**config.mk**
```make
export PLATFORM = sky130hd
export DESIGN_NAME = hash_to_point_sampler_flat
export DESIGN_NICKNAME = d
export VERILOG_FILES = /design/src/hdl/h2p_pkg.sv /design/src/hdl/h2p_if.sv /design/src/hdl/h2p_cfg.sv /design/src/hdl/hash_to_point_sampler.sv /design/src/flat_wrapper.sv
export SDC_FILE = /design/constraint.sdc
export NUM_CORES = 1
export LEC_CHECK = 0
export ABC_AREA = 0
export BUFFER_PORTS_ARGS = -buffer_cell sky130_fd_sc_hd__buf_4
export CAP_MARGIN = 20
export CELL_PAD_IN_SITES_DETAIL_PLACEMENT = 0
export CELL_PAD_IN_SITES_GLOBAL_PLACEMENT = 1
export CORE_ASPECT_RATIO = 0.7
export CORE_UTILIZATION = 50
export DETAILED_ROUTE_END_ITERATION = 10
export PLACE_DENSITY_LB_ADDON = 0.12
export RECOVER_POWER = 100
export SLEW_MARGIN = 20
export SYNTH_ARGS = -nofsm -noshare
export SYNTH_HDL_FRONTEND = slang
export SYNTH_HIERARCHICAL = 1
export SYNTH_SLANG_ARGS = --single-unit
```
**constraint.sdc**
```tcl
create_clock -name clk_i -period 17.46 [get_ports clk_i]
set_clock_uncertainty 0.05 [all_clocks]
set_input_delay 2.619 -clock clk_i [delete_from_list [all_inputs] [get_ports clk_i]]
set_output_delay 2.619 -clock clk_i [all_outputs]
set_load 0.02 [all_outputs]
```
**src/hdl/h2p_pkg.sv**
```systemverilog
// Shared types, constants and functions for the hash-to-point sampler.
package h2p_pkg;

  // Channel payload widths
  localparam int unsigned WordW  = 16;
  localparam int unsigned IndexW = 10;
  localparam int unsigned CountW = 11;
  localparam int unsigned LogW   = 4;
  localparam int unsigned OverW  = 9;

  // Configuration port
  localparam int unsigned CfgIdxW  = 8;
  localparam int unsigned CfgDataW = 8;
  localparam logic [CfgIdxW-1:0] CFG_LOG_DEGREE   = 8'd0;
  localparam logic [CfgIdxW-1:0] CFG_BOUNDED_MODE = 8'd1;

  // Arithmetic constants
  localparam logic [WordW-1:0]  Q_MOD        = 16'd12289;
  localparam logic [WordW-1:0]  TWO_Q        = 16'd24578;
  localparam logic [WordW-1:0]  ACCEPT_LIMIT = 16'd61445;
  localparam logic [WordW-1:0]  NO_VALUE     = 16'hFFFF;
  localparam logic [CountW-1:0] COUNT_MAX    = 11'd2047;
  localparam logic [LogW-1:0]   LOG_RESET    = 4'd9;

  // Limits derived from the configuration registers
  typedef struct packed {
    logic [CountW-1:0] n;
    logic [CountW-1:0] budget;
    logic              bounded;
  } h2p_limits_t;

  // Oversampling allowance per log degree (1..10)
  function automatic logic [OverW-1:0] over_entry(input logic [LogW-1:0] l);
    logic [OverW-1:0] v;
    unique case (l)
      4'd2:    v = 9'd67;
      4'd3:    v = 9'd71;
      4'd4:    v = 9'd77;
      4'd5:    v = 9'd86;
      4'd6:    v = 9'd100;
      4'd7:    v = 9'd122;
      4'd8:    v = 9'd154;
      4'd9:    v = 9'd205;
      4'd10:   v = 9'd287;
      default: v = 9'd65;
    endcase
    return v;
  endfunction

  // Reduce a word below 5q to [0, q) with three fixed conditional subtractions
  function automatic logic [WordW-1:0] reduce_q(input logic [WordW-1:0] w);
    logic [WordW-1:0] r;
    r = w;
    if (r >= TWO_Q) r = r - TWO_Q;
    if (r >= TWO_Q) r = r - TWO_Q;
    if (r >= Q_MOD) r = r - Q_MOD;
    return r;
  endfunction

endpackage

```
**src/hdl/h2p_if.sv**
```systemverilog
// Handshake channel interfaces: hash words in, coefficients out, config writes.
interface h2p_word_if;
  logic                      valid;
  logic                      ready;
  logic [h2p_pkg::WordW-1:0] random_word;
  modport source (output valid, output random_word, input ready);
  modport sink   (input valid, input random_word, output ready);
endinterface

interface h2p_coeff_if;
  logic                       valid;
  logic                       ready;
  logic [h2p_pkg::WordW-1:0]  coefficient;
  logic [h2p_pkg::IndexW-1:0] coeff_index;
  logic                       last;
  logic                       shortfall;
  modport source (output valid, output coefficient, output coeff_index,
                  output last, output shortfall, input ready);
  modport sink   (input valid, input coefficient, input coeff_index,
                  input last, input shortfall, output ready);
endinterface

interface h2p_cfg_if;
  logic                         valid;
  logic                         ready;
  logic [h2p_pkg::CfgIdxW-1:0]  index;
  logic [h2p_pkg::CfgDataW-1:0] data;
  modport source (output valid, output index, output data, input ready);
  modport sink   (input valid, input index, input data, output ready);
endinterface

```
**src/hdl/h2p_cfg.sv**
```systemverilog
// Configuration registers and the coefficient count and sample budget they imply.
module h2p_cfg #(
  parameter int unsigned MAX_LOG_DEGREE = 10
) (
  input  logic                 clk_i,
  input  logic                 rst_ni,
  h2p_cfg_if.sink              cfg_i,
  output h2p_pkg::h2p_limits_t limits_o
);
  import h2p_pkg::*;

  logic [LogW-1:0] log_degree_q;
  logic            bounded_q;
  logic [LogW-1:0] log_eff;

  // Writes are always taken; unknown indexes are dropped
  assign cfg_i.ready = 1'b1;

  always_ff @(posedge clk_i or negedge rst_ni) begin
    if (!rst_ni) begin
      log_degree_q <= LOG_RESET;
      bounded_q    <= 1'b1;
    end else if (cfg_i.valid) begin
      if (cfg_i.index == CFG_LOG_DEGREE) begin
        log_degree_q <= cfg_i.data[LogW-1:0];
      end else if (cfg_i.index == CFG_BOUNDED_MODE) begin
        bounded_q <= cfg_i.data[0];
      end
    end
  end

  // Clamp the degree into the supported range
  always_comb begin
    priority if (log_degree_q == '0) begin
      log_eff = 4'd1;
    end else if (log_degree_q > LogW'(MAX_LOG_DEGREE)) begin
      log_eff = LogW'(MAX_LOG_DEGREE);
    end else begin
      log_eff = log_degree_q;
    end
  end

  // n = 2^l, budget = n + oversampling allowance
  assign limits_o.n       = CountW'(1) << log_eff;
  assign limits_o.budget  = limits_o.n + CountW'(over_entry(log_eff));
  assign limits_o.bounded = bounded_q;

endmodule

```
**src/hdl/hash_to_point_sampler.sv**
```systemverilog
// Top level: rejection sampler turning hash words into coefficients mod 12289.
//
// Usage:
//   sample_i carries one 16-bit hash word per beat (first hash byte high).
//   result_o carries one coefficient per accepted word, with its index in the
//   polynomial; last marks the final coefficient. In bounded mode, if the
//   word budget (n plus the oversampling allowance) runs out first, a single
//   beat with coefficient 65535, last and shortfall set ends the polynomial.
//   Words of 61445 and above are dropped; one gives a beat only if it ends the budget.
//   cfg_i writes log_degree (index 0) and bounded_mode (index 1); write only
//   while the block is idle. The port is always ready.
// Timing:
//   One word per cycle sustained while result_o is not held. An accepted word is
//   registered in the input register, then the single counter/reduction stage
//   writes the result register, where the beat stays valid until it is taken.
// Reset: both counters clear, log_degree = 9, bounded_mode = 1.
// Stall: while result_o is held the result register keeps its beat, the
//   input register holds one more word, and sample_i.ready drops.
module hash_to_point_sampler #(
  parameter int unsigned MAX_LOG_DEGREE = 10
) (
  input  logic        clk_i,
  input  logic        rst_ni,
  h2p_word_if.sink    sample_i,
  h2p_coeff_if.source result_o,
  h2p_cfg_if.sink     cfg_i
);
  import h2p_pkg::*;

  h2p_limits_t limits;

  logic              in_valid_q;
  logic [WordW-1:0]  word_q;
  logic              out_valid_q;
  logic [WordW-1:0]  coeff_q, coeff_d;
  logic [IndexW-1:0] index_q;
  logic              last_q, last_d;
  logic              short_q, short_d;
  logic [CountW-1:0] acc_q, acc_d;
  logic [CountW-1:0] smp_q, smp_d;

  logic              out_free;
  logic              step;
  logic              emit;
  logic              word_ok;
  logic              exhaust;
  logic              done;
  logic [CountW-1:0] smp_inc;
  logic [CountW-1:0] acc_inc;

  h2p_cfg #(
    .MAX_LOG_DEGREE(MAX_LOG_DEGREE)
  ) u_cfg (
    .clk_i   (clk_i),
    .rst_ni  (rst_ni),
    .cfg_i   (cfg_i),
    .limits_o(limits)
  );

  // Handshake: the stage advances when the result slot is free or draining
  assign out_free       = !out_valid_q || result_o.ready;
  assign step           = in_valid_q && out_free;
  assign sample_i.ready = !in_valid_q || step;

  // Input register
  always_ff @(posedge clk_i or negedge rst_ni) begin
    if (!rst_ni) begin
      in_valid_q <= 1'b0;
    end else if (sample_i.ready) begin
      in_valid_q <= sample_i.valid;
    end
  end

  always_ff @(posedge clk_i) begin
    if (sample_i.ready && sample_i.valid) begin
      word_q <= sample_i.random_word;
    end
  end

  // Sampling decision for the word in the input register
  assign smp_inc = (smp_q == COUNT_MAX) ? smp_q : smp_q + CountW'(1);
  assign acc_inc = acc_q + CountW'(1);
  assign word_ok = word_q < ACCEPT_LIMIT;
  assign done    = acc_inc >= limits.n;
  // in bounded mode, budget gone and this word does not finish the polynomial
  assign exhaust = limits.bounded && (smp_inc >= limits.budget)
                   && !(word_ok && done) && (acc_q < limits.n);
  assign emit    = exhaust || word_ok;

  always_comb begin
    coeff_d = reduce_q(word_q);
    last_d  = done;
    short_d = 1'b0;
    acc_d   = acc_q;
    smp_d   = smp_inc;
    priority if (exhaust) begin
      coeff_d = NO_VALUE;
      last_d  = 1'b1;
      short_d = 1'b1;
      acc_d   = '0;
      smp_d   = '0;
    end else if (word_ok && done) begin
      acc_d = '0;
      smp_d = '0;
    end else if (word_ok) begin
      acc_d = acc_inc;
    end else begin
      acc_d = acc_q;
    end
  end

  // Counters
  always_ff @(posedge clk_i or negedge rst_ni) begin
    if (!rst_ni) begin
      acc_q <= '0;
      smp_q <= '0;
    end else if (step) begin
      acc_q <= acc_d;
      smp_q <= smp_d;
    end
  end

  // Result register
  always_ff @(posedge clk_i or negedge rst_ni) begin
    if (!rst_ni) begin
      out_valid_q <= 1'b0;
    end else if (out_free) begin
      out_valid_q <= step && emit;
    end
  end

  always_ff @(posedge clk_i) begin
    if (step && emit) begin
      coeff_q <= coeff_d;
      index_q <= acc_q[IndexW-1:0];
      last_q  <= last_d;
      short_q <= short_d;
    end
  end

  assign result_o.valid       = out_valid_q;
  assign result_o.coefficient = coeff_q;
  assign result_o.coeff_index = index_q;
  assign result_o.last        = last_q;
  assign result_o.shortfall   = short_q;

`ifndef ASSERT_OFF
  // A shortfall beat always closes the polynomial with the filler value
  a_short_last: assert property (@(posedge clk_i) disable iff (!rst_ni)
    (out_valid_q && short_q) |-> (last_q && coeff_q == NO_VALUE))
    else $error("shortfall beat without last or filler value");

  // Ordinary coefficients are fully reduced
  a_reduced: assert property (@(posedge clk_i) disable iff (!rst_ni)
    (out_valid_q && !short_q) |-> (coeff_q < Q_MOD))
    else $error("coefficient not reduced mod q");

  // Closing a polynomial restarts both counters
  a_restart: assert property (@(posedge clk_i) disable iff (!rst_ni)
    (step && emit && last_d) |=> (acc_q == '0 && smp_q == '0))
    else $error("counters not cleared after last coefficient");

  // Accepted count never passes the largest degree
  a_acc_range: assert property (@(posedge clk_i) disable iff (!rst_ni)
    acc_q <= (CountW'(1) << MAX_LOG_DEGREE))
    else $error("accepted count out of range");
`endif

endmodule
```
**src/flat_wrapper.sv**
```systemverilog
// flat-port wrapper written by rule: the top's interface ports become plain ports
module hash_to_point_sampler_flat import h2p_pkg::*;
#(
  parameter int unsigned MAX_LOG_DEGREE = 10
)
  (clk_i, rst_ni, sample_i_valid, sample_i_random_word, sample_i_ready, result_o_valid, result_o_coefficient, result_o_coeff_index, result_o_last, result_o_shortfall, result_o_ready, cfg_i_valid, cfg_i_index, cfg_i_data, cfg_i_ready);
  h2p_word_if sample_i_i ();
  h2p_coeff_if result_o_i ();
  h2p_cfg_if cfg_i_i ();
  input  logic clk_i;
  input  logic rst_ni;
  input wire logic [$bits(sample_i_i.valid)-1:0] sample_i_valid;
  input wire logic [$bits(sample_i_i.random_word)-1:0] sample_i_random_word;
  output wire logic [$bits(sample_i_i.ready)-1:0] sample_i_ready;
  output wire logic [$bits(result_o_i.valid)-1:0] result_o_valid;
  output wire logic [$bits(result_o_i.coefficient)-1:0] result_o_coefficient;
  output wire logic [$bits(result_o_i.coeff_index)-1:0] result_o_coeff_index;
  output wire logic [$bits(result_o_i.last)-1:0] result_o_last;
  output wire logic [$bits(result_o_i.shortfall)-1:0] result_o_shortfall;
  input wire logic [$bits(result_o_i.ready)-1:0] result_o_ready;
  input wire logic [$bits(cfg_i_i.valid)-1:0] cfg_i_valid;
  input wire logic [$bits(cfg_i_i.index)-1:0] cfg_i_index;
  input wire logic [$bits(cfg_i_i.data)-1:0] cfg_i_data;
  output wire logic [$bits(cfg_i_i.ready)-1:0] cfg_i_ready;
  assign sample_i_i.valid = sample_i_valid;
  assign sample_i_i.random_word = sample_i_random_word;
  assign sample_i_ready = sample_i_i.ready;
  assign result_o_valid = result_o_i.valid;
  assign result_o_coefficient = result_o_i.coefficient;
  assign result_o_coeff_index = result_o_i.coeff_index;
  assign result_o_last = result_o_i.last;
  assign result_o_shortfall = result_o_i.shortfall;
  assign result_o_i.ready = result_o_ready;
  assign cfg_i_i.valid = cfg_i_valid;
  assign cfg_i_i.index = cfg_i_index;
  assign cfg_i_i.data = cfg_i_data;
  assign cfg_i_ready = cfg_i_i.ready;
  hash_to_point_sampler #(.MAX_LOG_DEGREE(MAX_LOG_DEGREE)) u_core (.clk_i(clk_i), .rst_ni(rst_ni), .sample_i(sample_i_i), .result_o(result_o_i), .cfg_i(cfg_i_i));
endmodule
```
# --- Yosys cells after proc, flatten, opt, wreduce, memory -nomap -nowiden ---
# Memory sizes are Yosys's and may differ from the RTL's.
# Cells that the tools add are included.
classes:
  reduce_logical: 19
  n_addsub: 6
  magnitude_cmp: 8
  shift: 1
  muxes: 12
  eq_ne: 2
  bitwise_logic: 1
op_table:
  columns: ["cell", "count"]
  rows:
  - ["11-bit two-way mux", 6]
  - ["16-bit two-way mux", 3]
  - ["16-bit by 15-bit >= comparator with 1-bit output (second input constant)", 2]
  - ["16-bit by 15-bit subtractor with 16-bit output (second input constant)", 2]
  - ["11-bit by 1-bit adder with 11-bit output (second input constant)", 2]
  - ["11-bit >= comparator", 2]
  - ["16-bit by 14-bit >= comparator with 1-bit output (second input constant)", 1]
  - ["16-bit less-than comparator (second input constant)", 1]
  - ["16-bit by 14-bit subtractor with 16-bit output (second input constant)", 1]
  - ["11-bit by 9-bit adder with 11-bit output", 1]
  - ["11-bit == test (second input constant)", 1]
  - ["11-bit less-than comparator", 1]
  - ["1-bit by 4-bit << shifter with 11-bit output (first input constant)", 1]
  - ["8-bit by 1-bit == test with 1-bit output (second input constant)", 1]
  - ["8-bit logical NOT", 1]
  - ["4-bit two-way mux", 2]
  - ["1-bit logical AND", 7]
  - ["4-bit > comparator (second input constant)", 1]
  - ["4-bit logical NOT", 1]
  - ["2-bit AND reduction", 2]
  - ["1-bit logical NOT", 3]
  - ["1-bit logical OR", 3]
  - ["3-bit AND reduction", 1]
  - ["3-bit nonzero test", 1]
  - ["2 further kinds", 2]
word_totals:
  in_bits: 37
  reg_bits: 73
  n_memories: 1
  mem_bits_ro: 144
memory_table:
  columns: ["memory", "depth", "width", "rd", "rd_ports_with_merged_regs", "wr", "line_no", "source"]
  rows:
  - ["(name not given)", 16, 9, 1, 0, 0, "h2p_pkg.sv:35", "unique case (l)"]

# --- Longest topological paths before layout ---
depth:
  word_depth: 11
  mapped_depth: 27
  ltp_nobuf: 25

# --- Modules after synthesis ---
# Netlist, hierarchy kept.
by_module_without_submodules:
  columns: ["module", "area_each_um2", "n_inst", "cells_each"]
  rows:
  - ["hash_to_point_sampler", 5472.7, 1, 601]
  - ["h2p_cfg", 998.5, 1, 128]

# --- Worst setup path after synthesis ---
# Ideal clock, no wire load.
synth_path:
  path_type: "flip-flop to flip-flop"
  from: "register u_core.u_cfg.log_degree_q[3]"
  to: "register u_core.index_q[0] (netlist: u_core/result_o.coeff_index[0]) (enable)"
  path_buffers: 2
  t_arrival_ns: 5.155
  period_less_slack_ns: 5.588
  path_slack_ns: 11.872
  t_required_ns: 17.027
  stages_incl_launch_ff: 26
  setup_ns: 0.383
  path_cell_list: "dfstp_2 buf_4 clkbuf_1 nor2b_1 a21o_1 inv_1 ha_1 inv_1 nor2_1 a21oi_1 ha_1 fa_1 a21oi_1 o211ai_1 and4b_1 or4_1 inv_1 ha_1 nand4_1 o31ai_1 a21oi_1 nor3b_1 o31a_1 nand2_1 a21o_1 inv_1"
synth_rtl:
  columns: ["element", "line_no", "source"]
  rows:
  - ["from (decl)", "h2p_cfg.sv:12", "logic [LogW-1:0] log_degree_q;"]
  - ["from (signal assigned)", "h2p_cfg.sv:25", "log_degree_q <= cfg_i.data[LogW-1:0];"]
  - ["to (signal assigned)", "hash_to_point_sampler.sv:135", "index_q <= acc_q[IndexW-1:0];"]
  - ["to (decl)", "hash_to_point_sampler.sv:36", "logic [IndexW-1:0] index_q;"]

==> impl_metrics.tcl <==
set metrics [dict create \
    synth_cell_types 92 \
    netlist_top_cells_area "edfxtp_1, ha_1, dfrtp_1" \
    synth_edf_count 44 \
    grt_pass1_wl_um 26300 \
    synth_area_per_cell_um2 8.88 \
    p_per_area_nw_per_um2 92.2 \
    yosys.area_share.simple_pct 24.4 \
    preCtsSetupSlack_ps 10960 \
    worstSetupStartpointType "flip-flop" \
    fin_ws_ps 10650 \
    tightest_slew_ps 1670 \
    synth_fa_ha_area_share_pct 10.6 \
    clk_pin_slew_ps 60 \
    cts.htree.levels 3 \
    num_io_pins 68 \
    drt-total-wl_um 15800 \
    placed_area_um2 7010 \
    drt_iter0_drc 468 \
    seq_area_um2 2050 \
    port_buffers 62 \
    ys_seq_area_share_pct 31.7 \
    ys_warn_count 6 \
    synth_most_common_cell "nand2_1" \
    insertion_delay_ps 340 \
    syn_inst 729 \
    drive_gt1_share_pct 11.1 \
    p_total_mw 0.664 \
    antenna_found_initial 0 \
    async_flop_share_pct 39.7 \
    synth_top_family_by_area "simple AND/OR/NAND/NOR gates" \
    synthXorXnorAreaFrac_pct 6.07 \
    slew_violations 30 \
    clockRootBuffer "clkbuf_16" \
    drc 0 \
    max_freq_ghz 0.147 \
    overflow 0 \
    critPathMaxFanout 29 \
    synth_top_area_share_pct 20.4 \
    n_antenna_cell 0 \
    utilization_pct 57.6 \
    cap_violations 1 \
    post-dp-hpwl_um 12200 \
    tns_ps 0 \
    relSlewSlack_pct -11.4 \
    place.gp.congestion 0.879 \
    dieArea_um2 13400 \
    grt_use_met3_pct 4.43 \
    synth_fp_nets 820 \
    n_fill_cell 1166 \
    cts_buffer_depth 2 \
    grtUsageMet2_pct 33.0 \
    vias 5654 \
    critPathKind "reg -> reg" \
    wl_per_cell_um 16.7 \
    finalCritPeriodShare_pct 39.0 \
    top_usage_layer "met1" \
    grt_pass1_vias 5214 \
    status "complete, but fails checks" \
    post_cts_buffers 0 \
    cts-buffers-inserted 9 \
    end_kind "flip-flop" \
    final-hold-violation-count 0 \
    postRouteAntennaNets 0 \
    via_per_inst 5.98 \
    cts.sinks 73 \
    placementRows 34 \
    synth_compound_area_share_pct 20.1 \
    yosys.area.top_type "edfxtp_1" \
    initial_utilization_pct 51.7 \
    synthFlopType "edfxtp_1" \
    violations "capacitance limit, slew limit" \
    die_h_um 97.2 \
    ir_worst_vdd_mv 0.0659 \
    dr.pass1.iters 5 \
    ys_seq_elements 73 \
    nets 869 \
    worstHoldPathType "reg -> reg" \
    multi_input_area_um2 4140 \
    grt_util_all_layers_pct 25.0 \
    fp.dieW_um 138 \
    yosys-top-cells-count "nand2_1, ha_1, nor2_1, o21ai_0, edfxtp_1" \
    crit_arrival_ps 6710 \
    synth.area.mux_share_pct 2.80 \
    cts_hold_buf 0 \
    cts_tree "built" \
    gr-usage-met1_pct 41.1 \
    min_period_ps 6810 \
    syn_to_final_growth_pct 11.3 \
    core_um2 12500 \
    cp.required_ps 17360 \
    ctsResizeCount 0 \
    synth_area_um2 6470 \
    final_design_area_no_fill_um2 7200 \
    setup_viol 0 \
    grt_max_degree 30 \
    grt_setup_unrepaired "false" \
    leakage_nw 2.84 \
]
[worst paths after layout]
path                                                             to                                     start  slack [ps]  cells past startpoint
min in group asynchronous  u_core/u_cfg/log_degree_q[2]$_DFFE_PN0P_                                    rst_ni        2660                      1
max in group asynchronous         u_core/result_o.valid$_DFFE_PN0P_                                    rst_ni       13730                      1
hold / removal                          u_core/smp_q[5]$_DFFE_PN0P_               u_core/smp_q[5]$_DFFE_PN0P_         480                      2
hold reg to reg                         u_core/smp_q[5]$_DFFE_PN0P_               u_core/smp_q[5]$_DFFE_PN0P_         480                      2
setup reg to reg           u_core/result_o.coeff_index[1]$_DFFE_PP_  u_core/u_cfg/log_degree_q[3]$_DFFE_PN1P_       10650                     23
setup / recovery           u_core/result_o.coeff_index[1]$_DFFE_PP_  u_core/u_cfg/log_degree_q[3]$_DFFE_PN1P_       10650                     23
[layer usage]
layer | share of wire [%] | vias to the layer above
met5 | 0 | -
met4 | 0.79 | 0
met3 | 7.0 | 12
met1 | 54 | 2642
met2 | 38 | 214
li1 | - | 2786
[state kept, by name (all words and copies together), names as in the netlist]
register                     count
u_core/result_o.valid            1
u_core/word_q                   16
u_core/result_o.coefficient     16
u_core/result_o.last             1
u_core/result_o.coeff_index     10
u_core/in_valid_q                1
u_core/u_cfg/log_degree_q        4
u_core/acc_q                    11
u_core/result_o.shortfall        1
u_core/u_cfg/bounded_q           1
u_core/smp_q                    11
[where the power goes]
| part | internal [mW] | switching (mW) |
|---|---|---|
| clock | 0.115 | 0.0758 |
| combinational | 0.0941 | 0.144 |
| sequential | 0.211 | 0.0238 |
| total | 0.420 | 0.244 |
[cells in the final DEF, fill, tap and decap left out, types with 19 or more instances in the layout]
cell      instances
edfxtp_1         44
nand2_1          75
nor2_1           48
o21a_1           20
ha_1             53
clkbuf_1         31
xnor2_1          30
a21oi_1          34
dfrtp_1          26
nor3_1           19
nand3_1          30
o21ai_0          48
inv_1            40
[layout make-up]
type,count,share of cell area (%)
Multi-Input combinational cell,591,57.5
Sequential cell,73,28.5
Timing Repair Buffer,62,4.85
Clock buffer,10,3.32
Tap cell,162,2.81
Inverter,41,2.14
Clock inverter,6,0.903
[metrics by stage]
step / instances / hold WS, ps
after floorplan: 729 / 434
after global placement: 929 / 459
after detailed placement: 929 / 479
after CTS: 945 / 496
after global routing: 945 / 523
final: 945 / 485
[logic make-up after synthesis]
logic type,after synthesis
AO/OA/AOI/OAI,186
XOR/XNOR,44
adder cells (fa/ha/maj),54
buffers and inverters,65
flip-flops,73
multiplexers,17
other,1
AND/OR/NAND/NOR,289
[worst max-delay path, stage by stage, from the launching register on]
cell and delay, ps:
dfstp_1 880, nand2b_1 180, a21o_1 240, inv_1 70
ha_1 170, inv_1 70, nor2_1 210, a21oi_1 70
ha_1 220, fa_1 420, a21oi_1 270, o211ai_1 200
and4b_1 210, or4_1 540, inv_1 90, ha_1 180
nand4_1 100, o31ai_1 330, a21oi_1 80, nor3b_1 190
o31a_1 190, nand2_1 170, a21o_1 420, inv_1 880
No activity file was read; power rests on OpenSTA's default activity.
